[src/rtl/core/bfw_pkg.sv]
// bfw_pkg: widths, command and status codes for the bounded FIFO with watermark.
// No dependencies; compiled first.
`default_nettype none
package bfw_pkg;

  localparam int DATA_W = 32;  // descriptor width on the ports
  localparam int CNT_W  = 7;   // occupancy, capacity and peak counters
  localparam int CMD_W  = 2;
  localparam int STAT_W = 3;

  localparam logic [CNT_W-1:0] CAP_RESET = 7'd64;

  typedef enum logic [CMD_W-1:0] {
    CMD_PUSH  = 2'd0,
    CMD_POP   = 2'd1,
    CMD_CLEAR = 2'd2
  } cmd_t;

  typedef enum logic [STAT_W-1:0] {
    ST_PUSH_OK   = 3'd0,
    ST_PUSH_FULL = 3'd1,
    ST_POPPED    = 3'd2,
    ST_POP_EMPTY = 3'd3,
    ST_CLEARED   = 3'd4
  } op_status_t;

endpackage
`default_nettype wire

[src/rtl/core/bfw_in_if.sv]
// bfw_in_if: command channel (valid/ready) into the bounded FIFO.
// Depends on bfw_pkg.
`default_nettype none
interface bfw_in_if;
  import bfw_pkg::*;

  logic              valid;
  logic              ready;
  logic [CMD_W-1:0]  cmd;
  logic [DATA_W-1:0] unit_data;

  modport source (output valid, cmd, unit_data, input ready);
  modport sink   (input valid, cmd, unit_data, output ready);
endinterface
`default_nettype wire

[src/rtl/core/bfw_out_if.sv]
// bfw_out_if: result channel (valid/ready) out of the bounded FIFO.
// Depends on bfw_pkg.
`default_nettype none
interface bfw_out_if;
  import bfw_pkg::*;

  logic              valid;
  logic              ready;
  logic [STAT_W-1:0] op_status;
  logic [DATA_W-1:0] data_out;
  logic [CNT_W-1:0]  removed_count;
  logic [CNT_W-1:0]  occupancy;
  logic              is_full;
  logic              is_empty;
  logic [CNT_W-1:0]  peak_occupancy;
  logic              nonempty_evt;
  logic              nonfull_evt;

  modport source (
    output valid, op_status, data_out, removed_count, occupancy, is_full, is_empty,
           peak_occupancy, nonempty_evt, nonfull_evt,
    input  ready
  );
  modport sink (
    input  valid, op_status, data_out, removed_count, occupancy, is_full, is_empty,
           peak_occupancy, nonempty_evt, nonfull_evt,
    output ready
  );
endinterface
`default_nettype wire

[src/rtl/core/bfw_ram.sv]
// bfw_ram: generic simple dual-port RAM, one write and one read port,
// registered read data. No dependencies.
`default_nettype none
module bfw_ram #(
  parameter int WIDTH = 32,
  parameter int DEPTH = 64
) (
  input  wire logic                                 clk,
  input  wire logic                                 we,
  input  wire logic [(DEPTH > 1 ? $clog2(DEPTH) : 1)-1:0] waddr,
  input  wire logic [WIDTH-1:0]                     wdata,
  input  wire logic                                 re,
  input  wire logic [(DEPTH > 1 ? $clog2(DEPTH) : 1)-1:0] raddr,
  output logic      [WIDTH-1:0]                     rdata
);

  logic [WIDTH-1:0] mem [DEPTH];

  always_ff @(posedge clk) begin
    if (we) begin
      mem[waddr] <= wdata;
    end
    // read data holds until the next read
    if (re) begin
      rdata <= mem[raddr];
    end
  end

endmodule
`default_nettype wire

[src/rtl/core/bounded_fifo_with_watermark_unit.sv]
// bounded_fifo_with_watermark_unit: capacity-limited FIFO of descriptors with
// occupancy, peak tracking and event flags. Depends on bfw_pkg, bfw_in_if,
// bfw_out_if and bfw_ram.
//
//   channel   dir  handshake     carries
//   in_chan   in   valid/ready   cmd, unit_data
//   out_chan  out  valid/ready   status, popped data, counts, flags, events
//   cfg_*     in   write enable  capacity_limit
//
// Each item is decoded and all bookkeeping (pointers, count, peak) updates at the
// accept edge; its result is registered and shows in the next cycle, and one item
// per cycle is sustained while results are taken. A pop reads the one-read-one-write
// store at the accept edge and the registered read data lands together with the result.
// Reset is synchronous: queue empty, peak zero, capacity 64; the store is not cleared.
// A stalled result register holds the input off (ready drops) until taken.
`default_nettype none
module bounded_fifo_with_watermark_unit #(
  parameter int QUEUE_DEPTH = 64,
  parameter int ITEM_WIDTH  = 32
) (
  input  wire logic                      clk,
  input  wire logic                      rst_n,
  bfw_in_if.sink                         in_chan,
  bfw_out_if.source                      out_chan,
  input  wire logic                      cfg_we,
  input  wire logic [bfw_pkg::CNT_W-1:0] cfg_wdata
);
  import bfw_pkg::*;

  localparam int IDX_W = (QUEUE_DEPTH > 1) ? $clog2(QUEUE_DEPTH) : 1;
  localparam logic [IDX_W-1:0] LAST_IDX = IDX_W'(QUEUE_DEPTH - 1);

  // ---- control state ----
  logic [CNT_W-1:0] cap_r;
  logic [IDX_W-1:0] head_r, head_nxt;
  logic [IDX_W-1:0] tail_r, tail_nxt;
  logic [CNT_W-1:0] count_r, count_nxt;
  logic [CNT_W-1:0] peak_r, peak_nxt;
  logic             out_valid_r;

  // ---- result register (payload, no reset) ----
  op_status_t       status_r, status_nxt;
  logic [CNT_W-1:0] removed_r, removed_nxt;
  logic             full_r, full_nxt;
  logic             nne_r, nne_nxt;
  logic             nnf_r, nnf_nxt;

  logic             accept;
  logic             emit;
  logic [CNT_W-1:0] cap_eff;
  logic             was_full;
  logic             ram_we;
  logic             ram_re;
  logic [ITEM_WIDTH-1:0] ram_rdata;

  // result slot frees when empty or being taken this cycle
  assign in_chan.ready = !out_valid_r || out_chan.ready;
  assign accept        = in_chan.valid && in_chan.ready;

  // capacity saturated to 1..QUEUE_DEPTH
  always_comb begin
    if (cap_r == '0) begin
      cap_eff = CNT_W'(1);
    end else if (int'(cap_r) > QUEUE_DEPTH) begin
      cap_eff = CNT_W'(QUEUE_DEPTH);
    end else begin
      cap_eff = cap_r;
    end
  end

  assign was_full = (count_r >= cap_eff);

  always_comb begin
    head_nxt    = head_r;
    tail_nxt    = tail_r;
    count_nxt   = count_r;
    peak_nxt    = peak_r;
    status_nxt  = ST_PUSH_OK;
    removed_nxt = '0;
    nne_nxt     = 1'b0;
    nnf_nxt     = 1'b0;
    ram_we      = 1'b0;
    ram_re      = 1'b0;
    emit        = 1'b1;
    case (cmd_t'(in_chan.cmd))
      CMD_PUSH: begin
        if (was_full) begin
          status_nxt = ST_PUSH_FULL;
        end else begin
          status_nxt = ST_PUSH_OK;
          nne_nxt    = (count_r == '0);
          ram_we     = accept;
          tail_nxt   = (tail_r == LAST_IDX) ? '0 : tail_r + 1'b1;
          count_nxt  = count_r + 1'b1;
          if (count_nxt > peak_r) begin
            peak_nxt = count_nxt;
          end
        end
      end
      CMD_POP: begin
        if (count_r == '0) begin
          status_nxt = ST_POP_EMPTY;
        end else begin
          status_nxt = ST_POPPED;
          ram_re     = accept;
          head_nxt   = (head_r == LAST_IDX) ? '0 : head_r + 1'b1;
          count_nxt  = count_r - 1'b1;
          nnf_nxt    = was_full;
        end
      end
      CMD_CLEAR: begin
        status_nxt  = ST_CLEARED;
        removed_nxt = count_r;
        nnf_nxt     = was_full;
        count_nxt   = '0;
        head_nxt    = '0;
        tail_nxt    = '0;
      end
      default: begin
        // unused command: accepted, no state change, no result
        emit = 1'b0;
      end
    endcase
    full_nxt = (count_nxt >= cap_eff);
  end

  // control registers
  always_ff @(posedge clk) begin
    if (!rst_n) begin
      cap_r       <= CAP_RESET;
      head_r      <= '0;
      tail_r      <= '0;
      count_r     <= '0;
      peak_r      <= '0;
      out_valid_r <= 1'b0;
    end else begin
      if (cfg_we) begin
        cap_r <= cfg_wdata;
      end
      if (accept) begin
        head_r  <= head_nxt;
        tail_r  <= tail_nxt;
        count_r <= count_nxt;
        peak_r  <= peak_nxt;
      end
      if (accept) begin
        out_valid_r <= emit;
      end else if (out_chan.ready) begin
        out_valid_r <= 1'b0;
      end
    end
  end

  // result payload; occupancy and peak are read straight from the live
  // counters since nothing else moves them while the result waits
  always_ff @(posedge clk) begin
    if (accept) begin
      status_r  <= status_nxt;
      removed_r <= removed_nxt;
      full_r    <= full_nxt;
      nne_r     <= nne_nxt;
      nnf_r     <= nnf_nxt;
    end
  end

  bfw_ram #(
    .WIDTH (ITEM_WIDTH),
    .DEPTH (QUEUE_DEPTH)
  ) u_store (
    .clk   (clk),
    .we    (ram_we),
    .waddr (tail_r),
    .wdata (ITEM_WIDTH'(in_chan.unit_data)),
    .re    (ram_re),
    .raddr (head_r),
    .rdata (ram_rdata)
  );

  assign out_chan.valid            = out_valid_r;
  assign out_chan.op_status        = status_r;
  assign out_chan.data_out         = (status_r == ST_POPPED) ? DATA_W'(ram_rdata) : '0;
  assign out_chan.removed_count    = removed_r;
  assign out_chan.occupancy        = count_r;
  assign out_chan.is_full          = full_r;
  assign out_chan.is_empty         = (count_r == '0);
  assign out_chan.peak_occupancy   = peak_r;
  assign out_chan.nonempty_evt     = nne_r;
  assign out_chan.nonfull_evt      = nnf_r;

endmodule
`default_nettype wire
[src/flat_wrapper.sv]
// flat-port wrapper written by rule: the top's interface ports become plain ports
module bounded_fifo_with_watermark_unit_flat import bfw_pkg::*;
#(
  parameter int QUEUE_DEPTH = 64,
  parameter int ITEM_WIDTH  = 32
)
  (clk, rst_n, cfg_we, cfg_wdata, in_chan_valid, in_chan_cmd, in_chan_unit_data, in_chan_ready, out_chan_valid, out_chan_op_status, out_chan_data_out, out_chan_removed_count, out_chan_occupancy, out_chan_is_full, out_chan_is_empty, out_chan_peak_occupancy, out_chan_nonempty_evt, out_chan_nonfull_evt, out_chan_ready);
  bfw_in_if in_chan_i ();
  bfw_out_if out_chan_i ();
  input  wire logic clk;
  input  wire logic rst_n;
  input  wire logic cfg_we;
  input  wire logic [bfw_pkg::CNT_W-1:0] cfg_wdata;
  input wire logic [$bits(in_chan_i.valid)-1:0] in_chan_valid;
  input wire logic [$bits(in_chan_i.cmd)-1:0] in_chan_cmd;
  input wire logic [$bits(in_chan_i.unit_data)-1:0] in_chan_unit_data;
  output wire logic [$bits(in_chan_i.ready)-1:0] in_chan_ready;
  output wire logic [$bits(out_chan_i.valid)-1:0] out_chan_valid;
  output wire logic [$bits(out_chan_i.op_status)-1:0] out_chan_op_status;
  output wire logic [$bits(out_chan_i.data_out)-1:0] out_chan_data_out;
  output wire logic [$bits(out_chan_i.removed_count)-1:0] out_chan_removed_count;
  output wire logic [$bits(out_chan_i.occupancy)-1:0] out_chan_occupancy;
  output wire logic [$bits(out_chan_i.is_full)-1:0] out_chan_is_full;
  output wire logic [$bits(out_chan_i.is_empty)-1:0] out_chan_is_empty;
  output wire logic [$bits(out_chan_i.peak_occupancy)-1:0] out_chan_peak_occupancy;
  output wire logic [$bits(out_chan_i.nonempty_evt)-1:0] out_chan_nonempty_evt;
  output wire logic [$bits(out_chan_i.nonfull_evt)-1:0] out_chan_nonfull_evt;
  input wire logic [$bits(out_chan_i.ready)-1:0] out_chan_ready;
  assign in_chan_i.valid = in_chan_valid;
  assign in_chan_i.cmd = in_chan_cmd;
  assign in_chan_i.unit_data = in_chan_unit_data;
  assign in_chan_ready = in_chan_i.ready;
  assign out_chan_valid = out_chan_i.valid;
  assign out_chan_op_status = out_chan_i.op_status;
  assign out_chan_data_out = out_chan_i.data_out;
  assign out_chan_removed_count = out_chan_i.removed_count;
  assign out_chan_occupancy = out_chan_i.occupancy;
  assign out_chan_is_full = out_chan_i.is_full;
  assign out_chan_is_empty = out_chan_i.is_empty;
  assign out_chan_peak_occupancy = out_chan_i.peak_occupancy;
  assign out_chan_nonempty_evt = out_chan_i.nonempty_evt;
  assign out_chan_nonfull_evt = out_chan_i.nonfull_evt;
  assign out_chan_i.ready = out_chan_ready;
  bounded_fifo_with_watermark_unit #(.QUEUE_DEPTH(QUEUE_DEPTH), .ITEM_WIDTH(ITEM_WIDTH)) u_core (.clk(clk), .rst_n(rst_n), .in_chan(in_chan_i), .out_chan(out_chan_i), .cfg_we(cfg_we), .cfg_wdata(cfg_wdata));
endmodule
[config.mk]
export PLATFORM = sky130hd
export DESIGN_NAME = bounded_fifo_with_watermark_unit_flat
export DESIGN_NICKNAME = d
export VERILOG_FILES = /design/src/rtl/core/bfw_pkg.sv /design/src/rtl/core/bfw_in_if.sv /design/src/rtl/core/bfw_out_if.sv /design/src/rtl/core/bfw_ram.sv /design/src/rtl/core/bounded_fifo_with_watermark_unit.sv /design/src/flat_wrapper.sv
export SDC_FILE = /design/constraint.sdc
export NUM_CORES = 2
export LEC_CHECK = 0
export BUFFER_PORTS_ARGS = -buffer_cell sky130_fd_sc_hd__buf_2
export CAP_MARGIN = 0
export CORE_AREA = 4 4 538 540
export DETAILED_ROUTE_END_ITERATION = 7
export DIE_AREA = 0 0 542 544
export PLACE_DENSITY = 0.49
export RECOVER_POWER = 25
export SLEW_MARGIN = 10
export SYNTH_ARGS = -nofsm -noshare
export SYNTH_HDL_FRONTEND = slang
export SYNTH_HIERARCHICAL = 1
export SYNTH_SLANG_ARGS = --single-unit
[constraint.sdc]
create_clock -name clk -period 8.26 [get_ports clk]
set_input_delay 2.065 -clock clk [delete_from_list [all_inputs] [get_ports clk]]
set_output_delay 2.065 -clock clk [all_outputs]
set_load 0.02 [all_outputs]
# [Word-level counts from Yosys, hierarchy flattened]
# Memory sizes are Yosys's and may differ from the RTL's. A register that Yosys moved wholly into a read port is not among the register bits.
# Index checks and enable logic that the tools add are counted.
[word_totals] ram_bits=2048 regBits=47 inputBits=46 elab_cells=69 memories=1 output_inout_bits=62
[mem_list] memory="u_core.u_store.mem" words=64 width=32 rd=1 rd_clocked_by_memory_dff=1 write_ports=1 line_no="bfw_ram.sv:17" text="logic [WIDTH-1:0] mem [DEPTH];"
[op_classes] reduce_logical=14 bitwise=2 n_eq_ne=7 magnitude_cmp=4 muxes=26 addsub=4
[ops] operator="two-way mux 32 bit" count=1
[ops] operator="two-way mux 7 bit" count=4
[ops] operator="two-way mux 6 bit" count=4
[ops] operator="case mux 6 bit (2 select lines)" count=2
[ops] operator="case mux 7 bit (3 select lines)" count=1
[ops] operator=">= comparator 7 bit" count=2
[ops] operator="zero test 7 bit" count=2
[ops] operator="adder 6 x 1 -> 6 bit, second input constant" count=2
[ops] operator="== test 6 bit, second input constant" count=2
[ops] operator="two-way mux 1 bit" count=12
[ops] operator="case mux 3 bit (3 select lines)" count=1
[ops] operator="adder 7 x 1 -> 7 bit, second input constant" count=1
[ops] operator="greater-than comparator 7 bit" count=1
[ops] operator="greater-than comparator 7 bit, second input constant" count=1
[ops] operator="subtractor 7 x 1 -> 7 bit, second input constant" count=1
[ops] operator="AND reduction 3 bit" count=2
[ops] operator="nonzero test 2 bit" count=3
[ops] operator="!= test 2 bit, second input constant" count=2
[ops] operator="AND reduction 4 bit" count=1
[ops] operator="== test 3 x 2 -> 1 bit, second input constant" count=1
[ops] operator="OR reduction 3 bit" count=1
[ops] operator="== test 2 x 1 -> 1 bit, second input constant" count=1
[ops] operator="== test 2 bit, second input constant" count=1
[ops] operator="zero test 2 bit" count=1
[ops] operator="6 further kinds" count=7

# [Depth between registers and ports, before layout]
[depth] ltp_word=8 depth_mapped=16 depth_no_buf=15

# [By module]
# The synthesis kept the hierarchy.
[modules_own_cells] module="bfw_ram" cells_per_inst=3324 n_inst=1 area_each_um2=78835.6
[modules_own_cells] module="bounded_fifo_with_watermark_unit" cells_per_inst=385 n_inst=1 area_each_um2=3265.6

# [Worst setup path before layout]
# No wires, ideal clock.
[synth_path] kind="input -> register" from="input in_chan_cmd[0]" to="memory u_core.u_store.mem[48][0], enable pin" path_buffers=1 setup_time_ns=0.461 arrival_ns=5.657 setup_slack_ns=2.142 stages=8 required_time_ns=7.799 path_cell_list="inv_1 > ha_1 > clkbuf_1 > nand3_1 > a211oi_4 > nor2b_1 > nand4b_1 > nor3_1"
[synth_via] elab_chain_cells=4
[synth_rtl] item="start: declaration" line_no="flat_wrapper.sv:15" text="input wire logic [$bits(in_chan_i.cmd)-1:0] in_chan_cmd;"
[synth_rtl] item="zero test 2 bit" line_no="bounded_fifo_with_watermark_unit.sv:85" text="case (cmd_t'(in_chan.cmd))"
[synth_rtl] item="two-way mux 1 bit" line_no="bounded_fifo_with_watermark_unit.sv:85"
[synth_rtl] item="named net u_core.ram_we" line_no="bounded_fifo_with_watermark_unit.sv:52" text="logic ram_we;"
[synth_rtl] item="two-way mux 1 bit" line_no="bfw_ram.sv:20" text="if (we) begin"
[synth_rtl] item="two-way mux 1 bit (not written as such)" line_no="bfw_ram.sv:21" text="mem[waddr] <= wdata;"
[synth_rtl] item="end: declaration" line_no="bfw_ram.sv:17"
# The timed path passes the listed nets, and every way through them passes these cells.

# [Final worst setup path]
[layout_path] from="input in_chan_cmd[0]" to="memory u_core.u_store.mem[36][3], enable pin"
# Same word-level chain as after synthesis.

==> impl_metrics.py <==
metrics = {
    "worst_setup_path": {
        "crit_path_max_incr_delay_ns": 1.15,
        "cp-start-kind": "input port",
        "worstSetupPathType": "input port to register",
        "worstPathCellList": "clkbuf_1 > inv_1 > ha_1 > nand3_1 > a211oi_4 > buf_4 > nor2b_1 > nand2_1 > nor2_4 > buf_4",
        "cp-end-kind": "register",
        "path_max_fanout": 30,
        "crit_path_top_delay_cell": "nor2_4",
        "critPathRequiredTime_ns": 8.80,
        "cpMostUsedCell": "buf_4",
        "r2r_cells": 9,
        "cp_data_arrival_time_ns": 6.52,
    },
    "global_routing": {
        "antenna_found_initial": 21,
        "gr-total-overflow": 0,
        "grt_pass1_vias": 39400,
        "grt_max_degree": 97,
        "grt_pass1_wl_microns": 325300,
        "track_usage_pct": 15.52,
    },
    "hold_path": {
        "holdPathStages": 2,
        "hold_class": "register to register",
    },
    "routing": {
        "wl_per_cell_microns": 29.67,
        "drt_iter0_markers": 4681,
        "ant_nets": 0,
        "wl_met2_microns": 110100,
        "firstDrtPassIters": 5,
        "wl_met3_microns": 15600,
        "num_vias": 39820,
        "drt_wl_total_microns": 233300,
        "top_layer_used": "met4",
        "drc": 0,
        "wl_met1_microns": 102600,
        "viasPerCell": 5.062,
    },
    "sta": {
        "fin_crit_sh_pct": 72.42,
        "report.final.slew_viol_count": 1569,
        "layout_min_cycle_time_ns": 5.982,
        "rsz0062_at_grt": "false",
        "worst_hold_slack_ns": 0.4840,
        "worst_slew_pin_slew_ns": 4.045,
        "skew_ns": 0.06282,
        "setup_viol": 0,
        "relSlewSlack_pct": -169.7,
        "max_freq_ghz": 0.1672,
        "finalSetupTns_ns": 0,
        "hold_viol_final": 0,
    },
    "die": {
        "ios": 108,
        "core-area_sq_um": 284500,
        "die_h_microns": 544,
        "initial_core_util_pct": 28.86,
        "fp.dieArea_sq_um": 294800,
        "die_w_microns": 542,
        "rows": 196,
    },
    "logic_synthesis": {
        "syn_avg_cell_area_sq_um": 22.14,
        "synthArstFlopShare_pct": 0,
        "synth_seq_area_share_pct": 77.38,
        "yosysWarnings": 6,
        "yosys.area_share.adder_pct": 0.4572,
        "synth_xor_xnor_area_share_pct": 0.09601,
        "muxShareOfSynthArea_pct": 16.27,
        "ys.flop_type": "edfxtp_1",
        "synth_top_family_by_area": "multiplexers",
        "synth.ff_latch_count": 2127,
        "synth_compound_area_share_pct": 2.272,
        "synth-edff-count": 2093,
        "synthesis.nets": 3785,
        "synth_simple_gate_area_share_pct": 2.248,
        "yosysUniqueCellTypes": 68,
        "synthCells": 3709,
        "synthesis.area_sq_um": 82100,
    },
    "placement": {
        "port_buffers": 107,
        "place_hpwl_microns": 139100,
        "gp_congestion": 0.8173,
    },
    "pwr": {
        "leakage_nw": 27.96,
        "ir_drop_mv": 0.1557,
        "power_density_nw_per_um2": 237.1,
    },
    "cts": {
        "clockBufferDepth": 4,
        "clockRootBuffer": "clkbuf_16",
        "clkSinkCount": 2127,
        "clk_latency_ns": 0.88,
        "cts_tree": "done",
        "clk_pin_slew_ns": 0.06,
        "cts_htree_levels": 4,
        "cts_hold_buf": 0,
        "cts-resized-gates": 0,
        "numCtsBuffers": 218,
        "post_cts_buffers": 0,
    },
    "final_layout": {
        "fin_nets": 4012,
        "antenna-diode-count": 0,
        "drive_above_1_share_pct": 26.81,
        "area_growth_pct": 15.11,
    },
    "run": {
        "maxCapViolCount": 25,
    },
    "run_status": {
        "outcome": "complete, but fails checks",
        "violations": "capacitance limit, slew limit",
    },
}
-- layout by cell type, fill, tap and decap left out, drive strengths merged, types with 4 or more instances in the layout --
cell         n
a211oi       8
a21o         5
a21oi       83
a22oi       12
a311oi      10
a31oi        5
a41o         4
and2        35
and3         9
buf        175
bufinv      15
clkbuf     300
clkinv      97
clkinvlp     7
dfxtp       34
edfxtp    2093
ha          30
inv         24
mux2i      109
mux4       544
nand2       62
nand2b      16
nand3       20
nand3b      10
nand4        5
nor2       166
nor2b       18
nor3        17
o211ai       4
o21ai       15
o221ai      27
o22ai       85
o32ai        8
or2          4
or3          6
or3b         6
xnor2        8
-- area by class of cell --
type	instances	area, sq um
clock buffers	267	5766
clock inverters	120	959.7
fillers	26750	190000
inverters	23	86.33
multi-input cells	1358	18010
flip-flops and latches	2127	63550
well taps	3762	4707
repair buffers	208	1435
-- worst max-delay path, delay by kind of cell --
family                   cells  cell delay, ns
AND/OR/NAND/NOR              4            2.41
AO/OA/AOI/OAI                1            0.66
adder cells (fa/ha/maj)      1            0.54
buffers and inverters        4            0.76
-- report_power, final --
part	leakage [nW]	total [mW]	internal [mW]	switching (mW)
Clock	3.29	9.48	5.39	4.09
Combinational	5.57	1.01	0.347	0.662
Sequential	19.1	11.9	11.9	0.0208
Total	28.0	22.4	17.6	4.77
-- layer usage --
layer / vias up / track usage, %
met3: 279 / 2.299
met4: 0 / 2.786
met5: - / 0
met1: 21850 / 22.84
li1: 16130 / -
met2: 1555 / 24.73
-- Yosys cell counts, types with 3 or more instances --
| master | n | area, sq um |
|---|---|---|
| inv_1 | 20 | 75.07 |
| or3b_2 | 4 | 35.03 |
| nand2_1 | 62 | 232.7 |
| a41o_1 | 4 | 40.04 |
| o31ai_1 | 3 | 22.52 |
| nand4_1 | 5 | 31.28 |
| and2_1 | 35 | 219.0 |
| mux4_2 | 544 | 12250 |
| a311oi_1 | 10 | 87.58 |
| and3_1 | 9 | 56.30 |
| nor2_1 | 166 | 623.1 |
| a22oi_1 | 12 | 90.09 |
| mux2i_1 | 109 | 1091 |
| nand3_1 | 19 | 95.09 |
| xnor2_1 | 8 | 70.07 |
| o221ai_1 | 27 | 236.5 |
| buf_6 | 5 | 56.30 |
| nand3b_1 | 10 | 75.07 |
| buf_2 | 63 | 315.3 |
| nor2b_1 | 18 | 112.6 |
| buf_4 | 25 | 187.7 |
| buf_1 | 21 | 78.83 |
| a21oi_1 | 82 | 410.4 |
| edfxtp_1 | 2093 | 62850 |
| nor3_1 | 16 | 80.08 |
| o21ai_1 | 3 | 15.01 |
| a21o_1 | 5 | 37.54 |
| o211ai_1 | 4 | 30.03 |
| o22ai_1 | 85 | 531.8 |
| a31oi_1 | 5 | 31.28 |
| o21ai_0 | 12 | 60.06 |
| clkbuf_1 | 87 | 326.6 |
| a211oi_1 | 6 | 45.04 |
| ha_1 | 30 | 375.4 |
| dfxtp_1 | 34 | 680.7 |
| or3_1 | 6 | 37.54 |
| nand2b_1 | 16 | 100.1 |
| o32ai_1 | 8 | 70.07 |
-- registers in the layout, indices dropped and copies added (netlist names) --
name and cells:
u_core/u_store/mem 2048, u_core/u_store/rdata 32, u_core/cap_r 7, u_core/out_chan.occupancy 7, u_core/out_chan.peak_occupancy 7, u_core/out_chan.removed_count 7
u_core/head_r 6, u_core/tail_r 6, u_core/out_chan.op_status 3, u_core/out_chan.is_full 1, u_core/out_chan.nonempty_evt 1, u_core/out_chan.nonfull_evt 1
u_core/out_chan.valid 1
-- through the flow --
step	cells	worst slack [ns]	power [mW]	area, sq um	utilization (%)
floorplan	3709	2.142	12.65	82100	-
global placement	7473	1.546	13.15	87780	30.86
detailed placement	7475	1.473	13.16	87820	30.87
CTS	7862	2.360	22.65	94540	33.23
global route	7865	2.086	23.17	94510	33.22
finish	7865	2.278	22.41	94510	33.22
-- worst paths after layout --
kind / start / endpoint / slack, ns
worst max register to register: u_core/out_chan.occupancy[2] / u_core/u_store/mem[36][3] / 3.17
worst max-delay path: in_chan_cmd[0] / u_core/u_store/mem[36][3] / 2.28
worst min-delay path: u_core/out_chan.peak_occupancy[2] / u_core/out_chan.peak_occupancy[2] / 0.48
worst min register to register: u_core/out_chan.peak_occupancy[2] / u_core/out_chan.peak_occupancy[2] / 0.48
-- cells by family (layout without fill, tap and decap cells) --
group,count (synthesis),in the layout
compound gates,282,282
flops,2127,2127
xor+xnor,9,9
mux,654,654
fa+ha+maj,30,30
buf+inv,224,618
simple gates,383,383
No activity file was read; power rests on OpenSTA's default activity.
